File: src/hw/rtl/bicc_pkg.sv
// ----------------------------------------------------------------------------
// bicc_pkg
// Shared widths, codes, command and status types and wall tables for the
// beam index coordinate converter.
// ----------------------------------------------------------------------------
package bicc_pkg;

    localparam int GRID_W    = 7;
    localparam int AREA_W    = 13;
    localparam int SUM_W     = 15;
    localparam int IDX_W     = 29;
    localparam int WALL_W    = 3;
    localparam int CELL_W    = 6;
    localparam int NWALL     = 6;
    localparam int CFG_IDX_W = 2;
    localparam int TDATA_W   = 64;

    localparam int MAX_GRID_DEF = 64;

    localparam logic [CFG_IDX_W-1:0] REG_GRID_X = 2'd0;
    localparam logic [CFG_IDX_W-1:0] REG_GRID_Y = 2'd1;
    localparam logic [CFG_IDX_W-1:0] REG_GRID_Z = 2'd2;

    localparam logic ACT_DECODE = 1'b0;
    localparam logic ACT_ENCODE = 1'b1;

    typedef enum logic [3:0] {
        S_IDLE, S_AREA, S_BASE, S_PREP, S_DW0, S_DW1,
        S_DQ_ST, S_DQ_WT, S_DV0_ST, S_DV0_WT, S_DV1_ST, S_DV1_WT,
        S_E1, S_E2, S_E3, S_DONE
    } t_state;

    typedef enum logic [4:0] {
        OP_NONE, OP_LOAD, OP_BASE_INIT, OP_BASE, OP_PREP, OP_DW0, OP_DW1,
        OP_DQ_START, OP_DQ_TAKE, OP_DV0_START, OP_DV0_TAKE,
        OP_DV1_START, OP_DV1_TAKE, OP_E1, OP_E2, OP_E3, OP_EMIT
    } t_op;

    typedef struct packed {
        t_op  op;
        logic cfg_we;
    } t_cmd;

    typedef struct packed {
        logic is_enc;
        logic ok;
        logic w0_found;
        logic w1_found;
        logic base_last;
        logic div_done;
    } t_status;

    // Column axis of each wall.
    function automatic logic [1:0] wall_col(input logic [WALL_W-1:0] w);
        case (w)
            3'd0, 3'd1: wall_col = 2'd1;
            3'd2, 3'd3: wall_col = 2'd2;
            default:    wall_col = 2'd0;
        endcase
    endfunction

    // Row axis of each wall.
    function automatic logic [1:0] wall_row(input logic [WALL_W-1:0] w);
        case (w)
            3'd0, 3'd1: wall_row = 2'd2;
            3'd2, 3'd3: wall_row = 2'd0;
            default:    wall_row = 2'd1;
        endcase
    endfunction

endpackage

File: src/hw/rtl/bicc_ctrl.sv
// ----------------------------------------------------------------------------
// bicc_ctrl
// Sequencer for configuration updates, decode and encode, plus the output
// word valid flag.
// ----------------------------------------------------------------------------
module bicc_ctrl (
    input  logic               i_clk,
    input  logic               i_rst_n,
    input  logic               i_cfg_valid,
    output logic               o_cfg_ready,
    input  logic               i_s_tvalid,
    output logic               o_s_tready,
    output logic               o_m_tvalid,
    input  logic               i_m_tready,
    input  bicc_pkg::t_status  i_st,
    output bicc_pkg::t_cmd     o_cmd
);
    import bicc_pkg::*;

    t_state r_state, n_state;
    logic   r_out_valid, emit;

    always_ff @(posedge i_clk) begin
        if (!i_rst_n) begin
            r_state     <= S_IDLE;
            r_out_valid <= 1'b0;
        end else begin
            r_state     <= n_state;
            r_out_valid <= (r_out_valid && !i_m_tready) || emit;
        end
    end

    always_comb begin
        n_state       = r_state;
        o_cmd.op      = OP_NONE;
        o_cmd.cfg_we  = 1'b0;
        o_cfg_ready   = 1'b0;
        o_s_tready    = 1'b0;
        emit          = 1'b0;
        unique case (r_state)
            S_IDLE: begin
                o_cfg_ready = 1'b1;
                o_s_tready  = !i_cfg_valid;
                if (i_cfg_valid) begin
                    o_cmd.cfg_we = 1'b1;
                    n_state      = S_AREA;
                end else if (i_s_tvalid) begin
                    o_cmd.op = OP_LOAD;
                    n_state  = S_PREP;
                end
            end
            S_AREA: begin
                o_cmd.op = OP_BASE_INIT;
                n_state  = S_BASE;
            end
            S_BASE: begin
                o_cmd.op = OP_BASE;
                if (i_st.base_last) n_state = S_IDLE;
            end
            S_PREP: begin
                o_cmd.op = OP_PREP;
                n_state  = i_st.is_enc ? S_E1 : S_DW0;
            end
            S_DW0: begin
                if (!i_st.ok) begin
                    n_state = S_DONE;
                end else begin
                    o_cmd.op = OP_DW0;
                    if (i_st.w0_found) n_state = S_DW1;
                end
            end
            S_DW1: begin
                o_cmd.op = OP_DW1;
                if (i_st.w1_found) n_state = S_DQ_ST;
            end
            S_DQ_ST: begin
                o_cmd.op = OP_DQ_START;
                n_state  = S_DQ_WT;
            end
            S_DQ_WT: begin
                if (i_st.div_done) begin
                    o_cmd.op = OP_DQ_TAKE;
                    n_state  = S_DV0_ST;
                end
            end
            S_DV0_ST: begin
                o_cmd.op = OP_DV0_START;
                n_state  = S_DV0_WT;
            end
            S_DV0_WT: begin
                if (i_st.div_done) begin
                    o_cmd.op = OP_DV0_TAKE;
                    n_state  = S_DV1_ST;
                end
            end
            S_DV1_ST: begin
                o_cmd.op = OP_DV1_START;
                n_state  = S_DV1_WT;
            end
            S_DV1_WT: begin
                if (i_st.div_done) begin
                    o_cmd.op = OP_DV1_TAKE;
                    n_state  = S_DONE;
                end
            end
            S_E1: begin
                o_cmd.op = OP_E1;
                n_state  = S_E2;
            end
            S_E2: begin
                o_cmd.op = OP_E2;
                n_state  = S_E3;
            end
            S_E3: begin
                o_cmd.op = OP_E3;
                n_state  = S_DONE;
            end
            S_DONE: begin
                // The previous word must have gone before this one is loaded.
                if (!r_out_valid || i_m_tready) begin
                    o_cmd.op = OP_EMIT;
                    emit     = 1'b1;
                    n_state  = S_IDLE;
                end
            end
            default: n_state = S_IDLE;
        endcase
    end

    assign o_m_tvalid = r_out_valid;

endmodule

File: config.mk
export PLATFORM = sky130hd
export DESIGN_NAME = bicc_ctrl
export DESIGN_NICKNAME = d
export VERILOG_FILES = /design/src/hw/rtl/bicc_pkg.sv /design/src/hw/rtl/bicc_ctrl.sv
export SDC_FILE = /design/constraint.sdc
export NUM_CORES = 1
export LEC_CHECK = 0
export BUFFER_PORTS_ARGS = -buffer_cell sky130_fd_sc_hd__clkbuf_2
export CORE_AREA = 2 2 39 41
export CTS_BUF_LIST = sky130_fd_sc_hd__clkbuf_4 sky130_fd_sc_hd__clkbuf_8
export DETAILED_ROUTE_END_ITERATION = 6
export DIE_AREA = 0 0 41 43
export GPL_TIMING_DRIVEN = 0
export PLACE_DENSITY = 0.67
export SYNTH_ARGS = -nofsm -noshare
export SYNTH_HDL_FRONTEND = slang
export SYNTH_SLANG_ARGS = --single-unit
File: constraint.sdc
create_clock -name i_clk -period 4.25 [get_ports i_clk]
set_input_delay 1.0625 -clock i_clk [delete_from_list [all_inputs] [get_ports i_clk]]
set_output_delay 1.0625 -clock i_clk [all_outputs]
set_load 0.01 [all_outputs]
==> reports/qor.yml, run 1 <==
floorplan:
  die_h_um: 43
  core-area_um2: 1380
  initial_utilization_pct: 38.5
  dieArea_um2: 1760
  placementRows: 14
  pin_count: 20
  die_w_um: 41
logic_synthesis:
  yosys_warnings: 0
  synth_edf_count: 0
  syn_avg_cell_area_um2: 7.11
  ys_top_cells_by_count: "nor2_1 (8), a21oi_1 (6), o21ai_0 (6)"
  synth-main-ff-cell: "dfxtp_1"
  yosys.area.top_type: "dfxtp_1"
  async_flop_share_pct: 0
  synth.top_cell.area_share_pct: 18.8
  syn-num-nets: 86
  synth_cells: 75
  yosysMostFrequentCell: "nor2_1"
  yosysUniqueCellTypes: 32
  yosysSeqAreaShare_pct: 18.8
  synthTopCellsByArea: "dfxtp_1 (19%), a21oi_1 (5.6%), o21ai_0 (5.6%)"
  ys_ff_latch: 5
  netlist_area_um2: 533
routing:
  ant_nets: 0
  routed_wl_um: 1330
  wl_per_cell_um: 11.7
  drt_iter0_drc: 22
  drtPass1Iterations: 4
  num_vias: 645
  avgViaCountPerCell: 5.66
  drc: 0
clock_tree:
  cts_buffers: 3
  clockBufferDepth: 2
  clk_pin_slew_ns: 0.04
  htreeDepth: 1
  clock_latency_ns: 0.24
  hold_buffers: 0
  cts_tree: "done"
  post_cts_resized: 0
  clockRootBuffer: "clkbuf_4"
  postCtsSetupBuffers: 0
  cts.sinks: 5
timing:
  tightest_slew_ns: 0.415
  max_freq_mhz: 348
  rsz0062_at_grt: "false"
  final-setup-viol-count: 0
  fin_crit_ns: 2.88
  slew-limit-headroom_pct: 72.4
  slew_viol_final: 0
  hold_violations: 0
  fin_worst_skew_ns: 0.00851
  whs_ns: 0.560
  setup_tns_ns: 0
  finalCritPeriodShare_pct: 67.7
power_and_ir_drop:
  leakage_nw: 0.291
  powerDensity_nw_per_um2: 659
  max-vdd-ir-drop_v: 0.000196
placed_design:
  routabilityCongestion: 0.815
  port_buffers: 19
  hpwl_um: 1030
global_route:
  grtUsageTotal_pct: 18.0
  antenna_found_initial: 0
  grt_pass1_vias: 511
  grt_max_degree: 11
  gr-total-overflow: 0
  grt_pass1_wl_um: 2190
job:
  drv_cap: 0
setup_path:
  reg2reg_from: "r_state[3]"
  start_kind: "input pin"
  critPathKind: "in -> out"
  rr_endpoint: "r_state[0]"
  worst_setup_path_end_kind: "output pin"
  r2r_slack_ns: 2.51
  cp_max_fo: 5
  reg2regPathDepth: 6
  critical_path.max_stage_delay_ns: 0.31
  cp_slowest_cell: "or3_1"
  crit_required_ns: 3.19
  path_cells: "clkbuf_2 -> or3_1 -> a21oi_1 -> nor2_1 -> clkbuf_2"
  critPathMostFrequentCell: "clkbuf_2"
  cp.arrival_ns: 1.81
layout:
  syn_to_final_growth_pct: 27.2
  final_nets: 110
  diodes: 0
  drive_above_1_share_pct: 29.6
status:
  status: "completed"
worst_hold_path:
  min_from: "o_m_tvalid"
  hold_path.class: "reg -> reg"
  hold_end: "o_m_tvalid"
  holdPathStages: 2
-- report_power, final --
group / switching, mW / internal [mW]
Sequential: 0.00958 / 0.0621
Combinational: 0.181 / 0.132
Clock: 0.0206 / 0.0419
Total: 0.211 / 0.236
-- placed cells by master, fill, tap and decap left out, drive strengths merged, types with 2 or more instances in the layout --
master and count:
dfxtp 5, a31oi 2, clkbuf 28, nand2b 3
nor2b 4, nor2 8, nor3 2, a21oi 6
buf 2, o211ai 2, o21ai 8, o31ai 4
nand3 2, nand2 5, inv 3
-- metal layers --
metal / vias up / routed length [µm] / global-route usage (%)
li1: 327 / - / -
met5: - / 0 / 0
met2: 28 / 642 / 26.6
met1: 286 / 570 / 24.5
met4: 0 / 27 / 8.00
met3: 4 / 94 / 3.14
-- final cells by class --
cell class / count / area, µm²
fill: 141 / 706
multi-input combinational: 60 / 387
sequential: 5 / 100
timing repair buffer: 19 / 95.1
buffer: 7 / 35.0
clock buffer: 4 / 30.0
tap: 16 / 20.0
inverter: 3 / 11.3
-- state kept, by name (all words and copies together), names as in the netlist --
register / cells
r_state: 4
o_m_tvalid: 1
-- logic make-up (layout without fill, tap and decap cells) --
family	Yosys count	after routing	share of synthesized area, %
AOI/OAI and AO/OA	30	30	42.3
muxes	1	1	1.88
DFF	5	5	18.8
buffers and inverters	10	33	8.68
and+or+nand+nor	29	29	28.4
-- worst max-delay path, delay by kind of cell --
| kind | cells | cell delay [ns] |
|---|---|---|
| AO/OA/AOI/OAI | 1 | 0.15 |
| buffers and inverters | 2 | 0.24 |
| AND/OR/NAND/NOR | 2 | 0.36 |
-- per-stage QoR --
step	power (mW)	utilization, %	instances	instance area, µm²	setup slack, ns
after CTS	0.448	49.0	114	678	1.38
after global placement	0.382	46.8	110	648	1.39
after detailed placement	0.384	46.8	110	648	1.39
after floorplan	0.305	-	75	533	1.62
after global routing	0.495	49.0	114	678	1.21
final	0.447	49.0	114	678	1.37
-- how the worst max path moves through the flow --
stage / start / end / cells past startpoint
3_5_place_dp: i_st[4] / o_cmd[3] / 5
3_3_place_gp: i_st[4] / o_cmd[3] / 5
6_report: i_st[4] / o_cmd[3] / 5
2_1_floorplan: i_st[4] / o_cmd[3] / 3
5_1_grt: r_state[2] / o_cmd[4] / 5
4_1_cts: i_st[4] / o_cmd[3] / 5
(Power assumes the default switching activity.)
==> run 2, diff against run 1 <==
PLACE_DENSITY = 0.7   (was 0.67)
clock period = 2.4 ns   (was 4.25 ns; I/O delays follow)
==> run 2 against run 1 <==
Compared with the run above:
- non-clock buffer count shrank 1
- global-route usage grew 0.26 points
- sequential share of layout area is essentially flat
- utilization shrank 0.090 points
- count of clock-buffer cells in the layout is the same
- worst hold slack gained 0.0068 ns
- combinational power grew 76%
- die area is the same
- sequential cell count is the same
- sequential power grew 77%
- clock skew shrank 0.0073 ns
- routed wire length shrank 0.38%
- critical path type is now reg -> out
- critical endpoint unchanged
==> reports/qor.yml, run 2 (same netlist as run 1, synthesis figures left out) <==
status:
  status: "completed"
routing:
  drtPass1Iterations: 4
  drc: 0
  ant_nets: 0
  routed_wl_um: 1330
  num_vias: 635
  wl_per_cell_um: 11.8
  drt_iter0_drc: 17
  avgViaCountPerCell: 5.62
layout:
  diodes: 0
  final_nets: 109
  layout_commonest_cell: "clkbuf_2"
  largest-register: "r_state"
  largest_reg_flops: 4
  syn_to_final_growth_pct: 27.0
  layout_common_cells: "clkbuf_2 (21), nor2_1 (8), a21oi_1 (6), o21ai_0 (6)"
  postLayoutCellArea_um2: 677
  drive_above_1_share_pct: 32.0
timing:
  final-setup-viol-count: 0
  fin_crit_ns: 2.25
  tightest_slew_ns: 0.429
  slew-limit-headroom_pct: 71.4
  hold_violations: 0
  slew_viol_final: 0
  finalCritPeriodShare_pct: 93.6
  fin_worst_skew_ns: 0.00117
  setup_tns_ns: 0
  rsz0062_at_grt: "false"
  timing.final.ws_setup_ns: 0.153
  max_freq_mhz: 445
setup_path:
  crit_required_ns: 1.80
  critical_path.max_stage_delay_ns: 0.41
  start_kind: "flip-flop"
  path_cells: "buf_2 -> clkbuf_1 -> or3_1 -> a21oi_1 -> nor2_1 -> clkbuf_2"
  critPathKind: "reg -> out"
  worst_setup_path_end_kind: "output pin"
  cp_slowest_cell: "or3_1"
  cp_max_fo: 10
  cp.arrival_ns: 1.65
global_route:
  gr-total-overflow: 0
  grt_pass1_wl_um: 2270
  antenna_found_initial: 0
  grt_pass1_vias: 538
  grt_max_degree: 11
  grtUsageTotal_pct: 18.3
placed_design:
  routabilityCongestion: 0.815
  port_buffers: 19
  place_ws_ns: 0.300
  hpwl_um: 1020
  place_area_um2: 648
floorplan:
  dieArea_um2: 1760
  die_w_um: 41
  die_h_um: 43
  core-area_um2: 1380
  placementRows: 14
  initial_utilization_pct: 38.5
  pin_count: 20
job:
  drv_cap: 0
worst_hold_path:
  hold_path.class: "reg -> reg"
clock_tree:
  clock_latency_ns: 0.24
  clk_pin_slew_ns: 0.05
  clockRootBuffer: "clkbuf_4"
  htreeDepth: 1
  cts_buffers: 3
  cts.sinks: 5
  cts_tree: "done"
  hold_buffers: 0
  clockBufferDepth: 2
power_and_ir_drop:
  leakage_nw: 0.296
  powerDensity_nw_per_um2: 1170
  max-vdd-ir-drop_v: 0.000387
[run 2: layer usage]
layer  share of wire (%)  global-route usage [%]
met2                  49                    28.7
met5                   0                       0
met1                  44                    23.5
met4                   0                    7.33
met3                 6.9                    3.14
[run 2: layout make-up]
class	instances	area, µm²
fillers	149	707
multi-input cells	60	387
flip-flops and latches	5	100
repair buffers	19	95.1
plain buffers	6	33.8
clock buffers	4	30.0
well taps	16	20.0
inverters	3	11.3
[run 2: path summary, 6_finish.rpt]
path / from / endpoint / slack [ns] / cells after the start
min: o_m_tvalid / o_m_tvalid / 0.57 / 2
max reg2reg: r_state[0] / r_state[1] / 0.66 / 6
min reg2reg: o_m_tvalid / o_m_tvalid / 0.57 / 2
max: r_state[3] / o_cmd[3] / 0.15 / 6
[run 2: worst max-delay path, delay by kind of cell, from the launching register on]
| family | cells | cell delay (ns) |
|---|---|---|
| buffers and inverters | 3 | 0.51 |
| and+or+nand+nor | 2 | 0.46 |
| DFF | 1 | 0.29 |
| AOI/OAI and AO/OA | 1 | 0.15 |
[run 2: what timing repair did]
action                                  in CTS  in global routing
gates resized for setup                      0                  4
endpoints found under the setup margin       0                  4
buffers inserted                             0                  0
[run 2: stage by stage]
| stage | instances | hold slack (ns) | power, mW | util, % |
|---|---|---|---|---|
| CTS | 114 | 0.580 | 0.794 | 49.0 |
| detailed placement | 110 | 0.573 | 0.681 | 46.8 |
| global route | 113 | 0.633 | 0.879 | 48.9 |
| global placement | 110 | 0.545 | 0.672 | 46.8 |
| floorplan | 75 | 0.558 | 0.540 | - |
| finish | 113 | 0.567 | 0.790 | 48.9 |
[run 2: where the power goes]
group | switching [mW] | leakage, nW | internal [mW] | total (mW)
clock | 0.0375 | 0.0184 | 0.0743 | 0.112
combinational | 0.318 | 0.237 | 0.234 | 0.551
sequential | 0.0174 | 0.0410 | 0.110 | 0.127
total | 0.373 | 0.296 | 0.418 | 0.790
==> run 3, diff against run 2 <==
==> constraint.sdc (replaced) <==
create_clock -name i_clk -period 2 [get_ports i_clk]
set_input_delay 0.5 -clock i_clk [delete_from_list [all_inputs] [get_ports i_clk]]
set_output_delay 0.5 -clock i_clk [all_outputs]
set_load 0.1 [all_outputs]
==> run 3 against run 2 <==
Compared with the run above:
- the run now ends with setup timing left
- via count grew 7.6%
- highest routed layer is now met4
- non-clock buffer count rose by 7
- utilization is 24 points higher
- clock skew increased by 0.0021 ns
- sequential cell count is the same
- count of clock-buffer cells in the layout unchanged
- first-iteration DRC count fell by 71%
- critical path depth shrank 2
- worst hold slack worse by 0.013 ns
==> reports/qor.yml, run 3 (same netlist as run 1, synthesis figures left out) <==
layout:
  largest_reg_flops: 4
  postLayoutCellArea_um2: 1000
  regArea_um2: 113
  layout_common_cells: "clkbuf_2 (11), buf_4 (7), nor2_1 (6), clkbuf_4 (6)"
  fillers: 90
  drive_above_1_share_pct: 57.7
  layout_commonest_cell: "clkbuf_2"
  diodes: 0
  final_nets: 116
  largest-register: "r_state"
  fin_util_pct: 72.5
  syn_to_final_growth_pct: 88.3
  multi_input_area_um2: 479
setup_path:
  cp_max_fo: 3
  critical_path.max_stage_delay_ns: 0.58
  path_delay_family: "simple AND/OR/NAND/NOR gates"
  critPathKind: "reg -> out"
  start_kind: "flip-flop"
  worst_setup_path_end_kind: "output pin"
  path_cells: "or4_4 -> clkinvlp_4 -> and2_4 -> clkbuf_16"
  crit_buf_inv: 2
  cp.arrival_ns: 1.60
  crit_required_ns: 1.50
  cp_slowest_cell: "or4_4"
clock_tree:
  cts_tree: "done"
  cts_buffers: 3
  clk_pin_slew_ns: 0.05
  clock_latency_ns: 0.25
  htreeDepth: 1
  cts.sinks: 5
  clockBufferDepth: 2
  clockRootBuffer: "clkbuf_4"
timing:
  setup_tns_ns: -0.252
  fin_crit_ns: 2.10
  final-setup-viol-count: 4
  rsz0062_at_grt: "true"
  tightest_slew_ns: 0.537
  fin_worst_skew_ns: 0.00331
  slew-limit-headroom_pct: 64.4
  slew_viol_final: 0
  finalCritPeriodShare_pct: 105
  max_freq_mhz: 477
  hold_violations: 0
  timing.final.ws_setup_ns: -0.0951
floorplan:
  die_w_um: 41
  core-area_um2: 1380
  pin_count: 20
  initial_utilization_pct: 38.5
  dieArea_um2: 1760
  die_h_um: 43
  placementRows: 14
routing:
  drc: 0
  avgViaCountPerCell: 5.69
  routed_wl_um: 1720
  num_vias: 683
  drt_iter0_drc: 5
  ant_nets: 0
  wl_per_cell_um: 14.4
  drtPass1Iterations: 4
placed_design:
  hpwl_um: 1000
  place_area_um2: 703
  port_buffers: 19
  routabilityCongestion: 0.788
  place_ws_ns: -0.469
global_route:
  grtUsageTotal_pct: 20.5
  gr-total-overflow: 0
  antenna_found_initial: 0
  grt_max_degree: 11
  grt_pass1_vias: 584
  grt_pass1_wl_um: 2440
worst_hold_path:
  hold_path.class: "reg -> reg"
job:
  drv_cap: 0
status:
  status: "complete, but fails checks"
  violations: "setup timing"
## run 3: stage by stage
stage	hold WS (ns)	cells
after floorplan	0.631	75
after global placement	0.554	110
after detailed placement	0.558	110
after CTS	0.559	117
after global routing	0.575	120
final	0.554	120
## run 3: layout make-up
| type | count | share of cell area, % |
|---|---|---|
| Tap cell | 16 | 2.00 |
| Timing Repair Buffer | 27 | 27.2 |
| Sequential cell | 5 | 11.2 |
| Multi-Input combinational cell | 60 | 47.8 |
| Clock buffer | 4 | 2.99 |
| Inverter | 3 | 1.87 |
| Buffer | 5 | 6.98 |
## run 3: timing repair
action	4_1_cts	5_1_grt
endpoints found under the hold margin	0	0
pin swaps	3	2
setup buffers	5	3
hold buffers	0	0
setup endpoints to repair	8	6
gates resized for setup	44	7
## run 3: final timing paths
kind	start	end	slack [ns]	cells after the start
worst max register to register	r_state[0]	r_state[1]	0.17	6
worst min register to register	o_m_tvalid	o_m_tvalid	0.55	2
worst min-delay path	o_m_tvalid	o_m_tvalid	0.55	2
worst max-delay path	r_state[0]	o_cmd[0]	-0.1	4
## run 3: worst register-to-register path, stage by stage (launching register included)
cell and delay (ns):
dfxtp_4 0.35, or4_4 0.58, buf_4 0.16, o32a_4 0.31
o21ai_4 0.11, o21ai_2 0.07, o311a_1 0.13
## run 3: metal layers
metal / GRT usage [%] / wire [µm] / up-vias / share of wire [%]
li1: - / - / 337 / -
met5: 0 / 0 / - / 0
met1: 23.8 / 703 / 305 / 41
met4: 10.0 / 44 / 0 / 2.6
met2: 33.4 / 890 / 37 / 52
met3: 4.19 / 84 / 4 / 4.9
Power of run 3 is not shown: default switching activity piles up to over one toggle a cycle in this logic, so the estimate is an artifact.
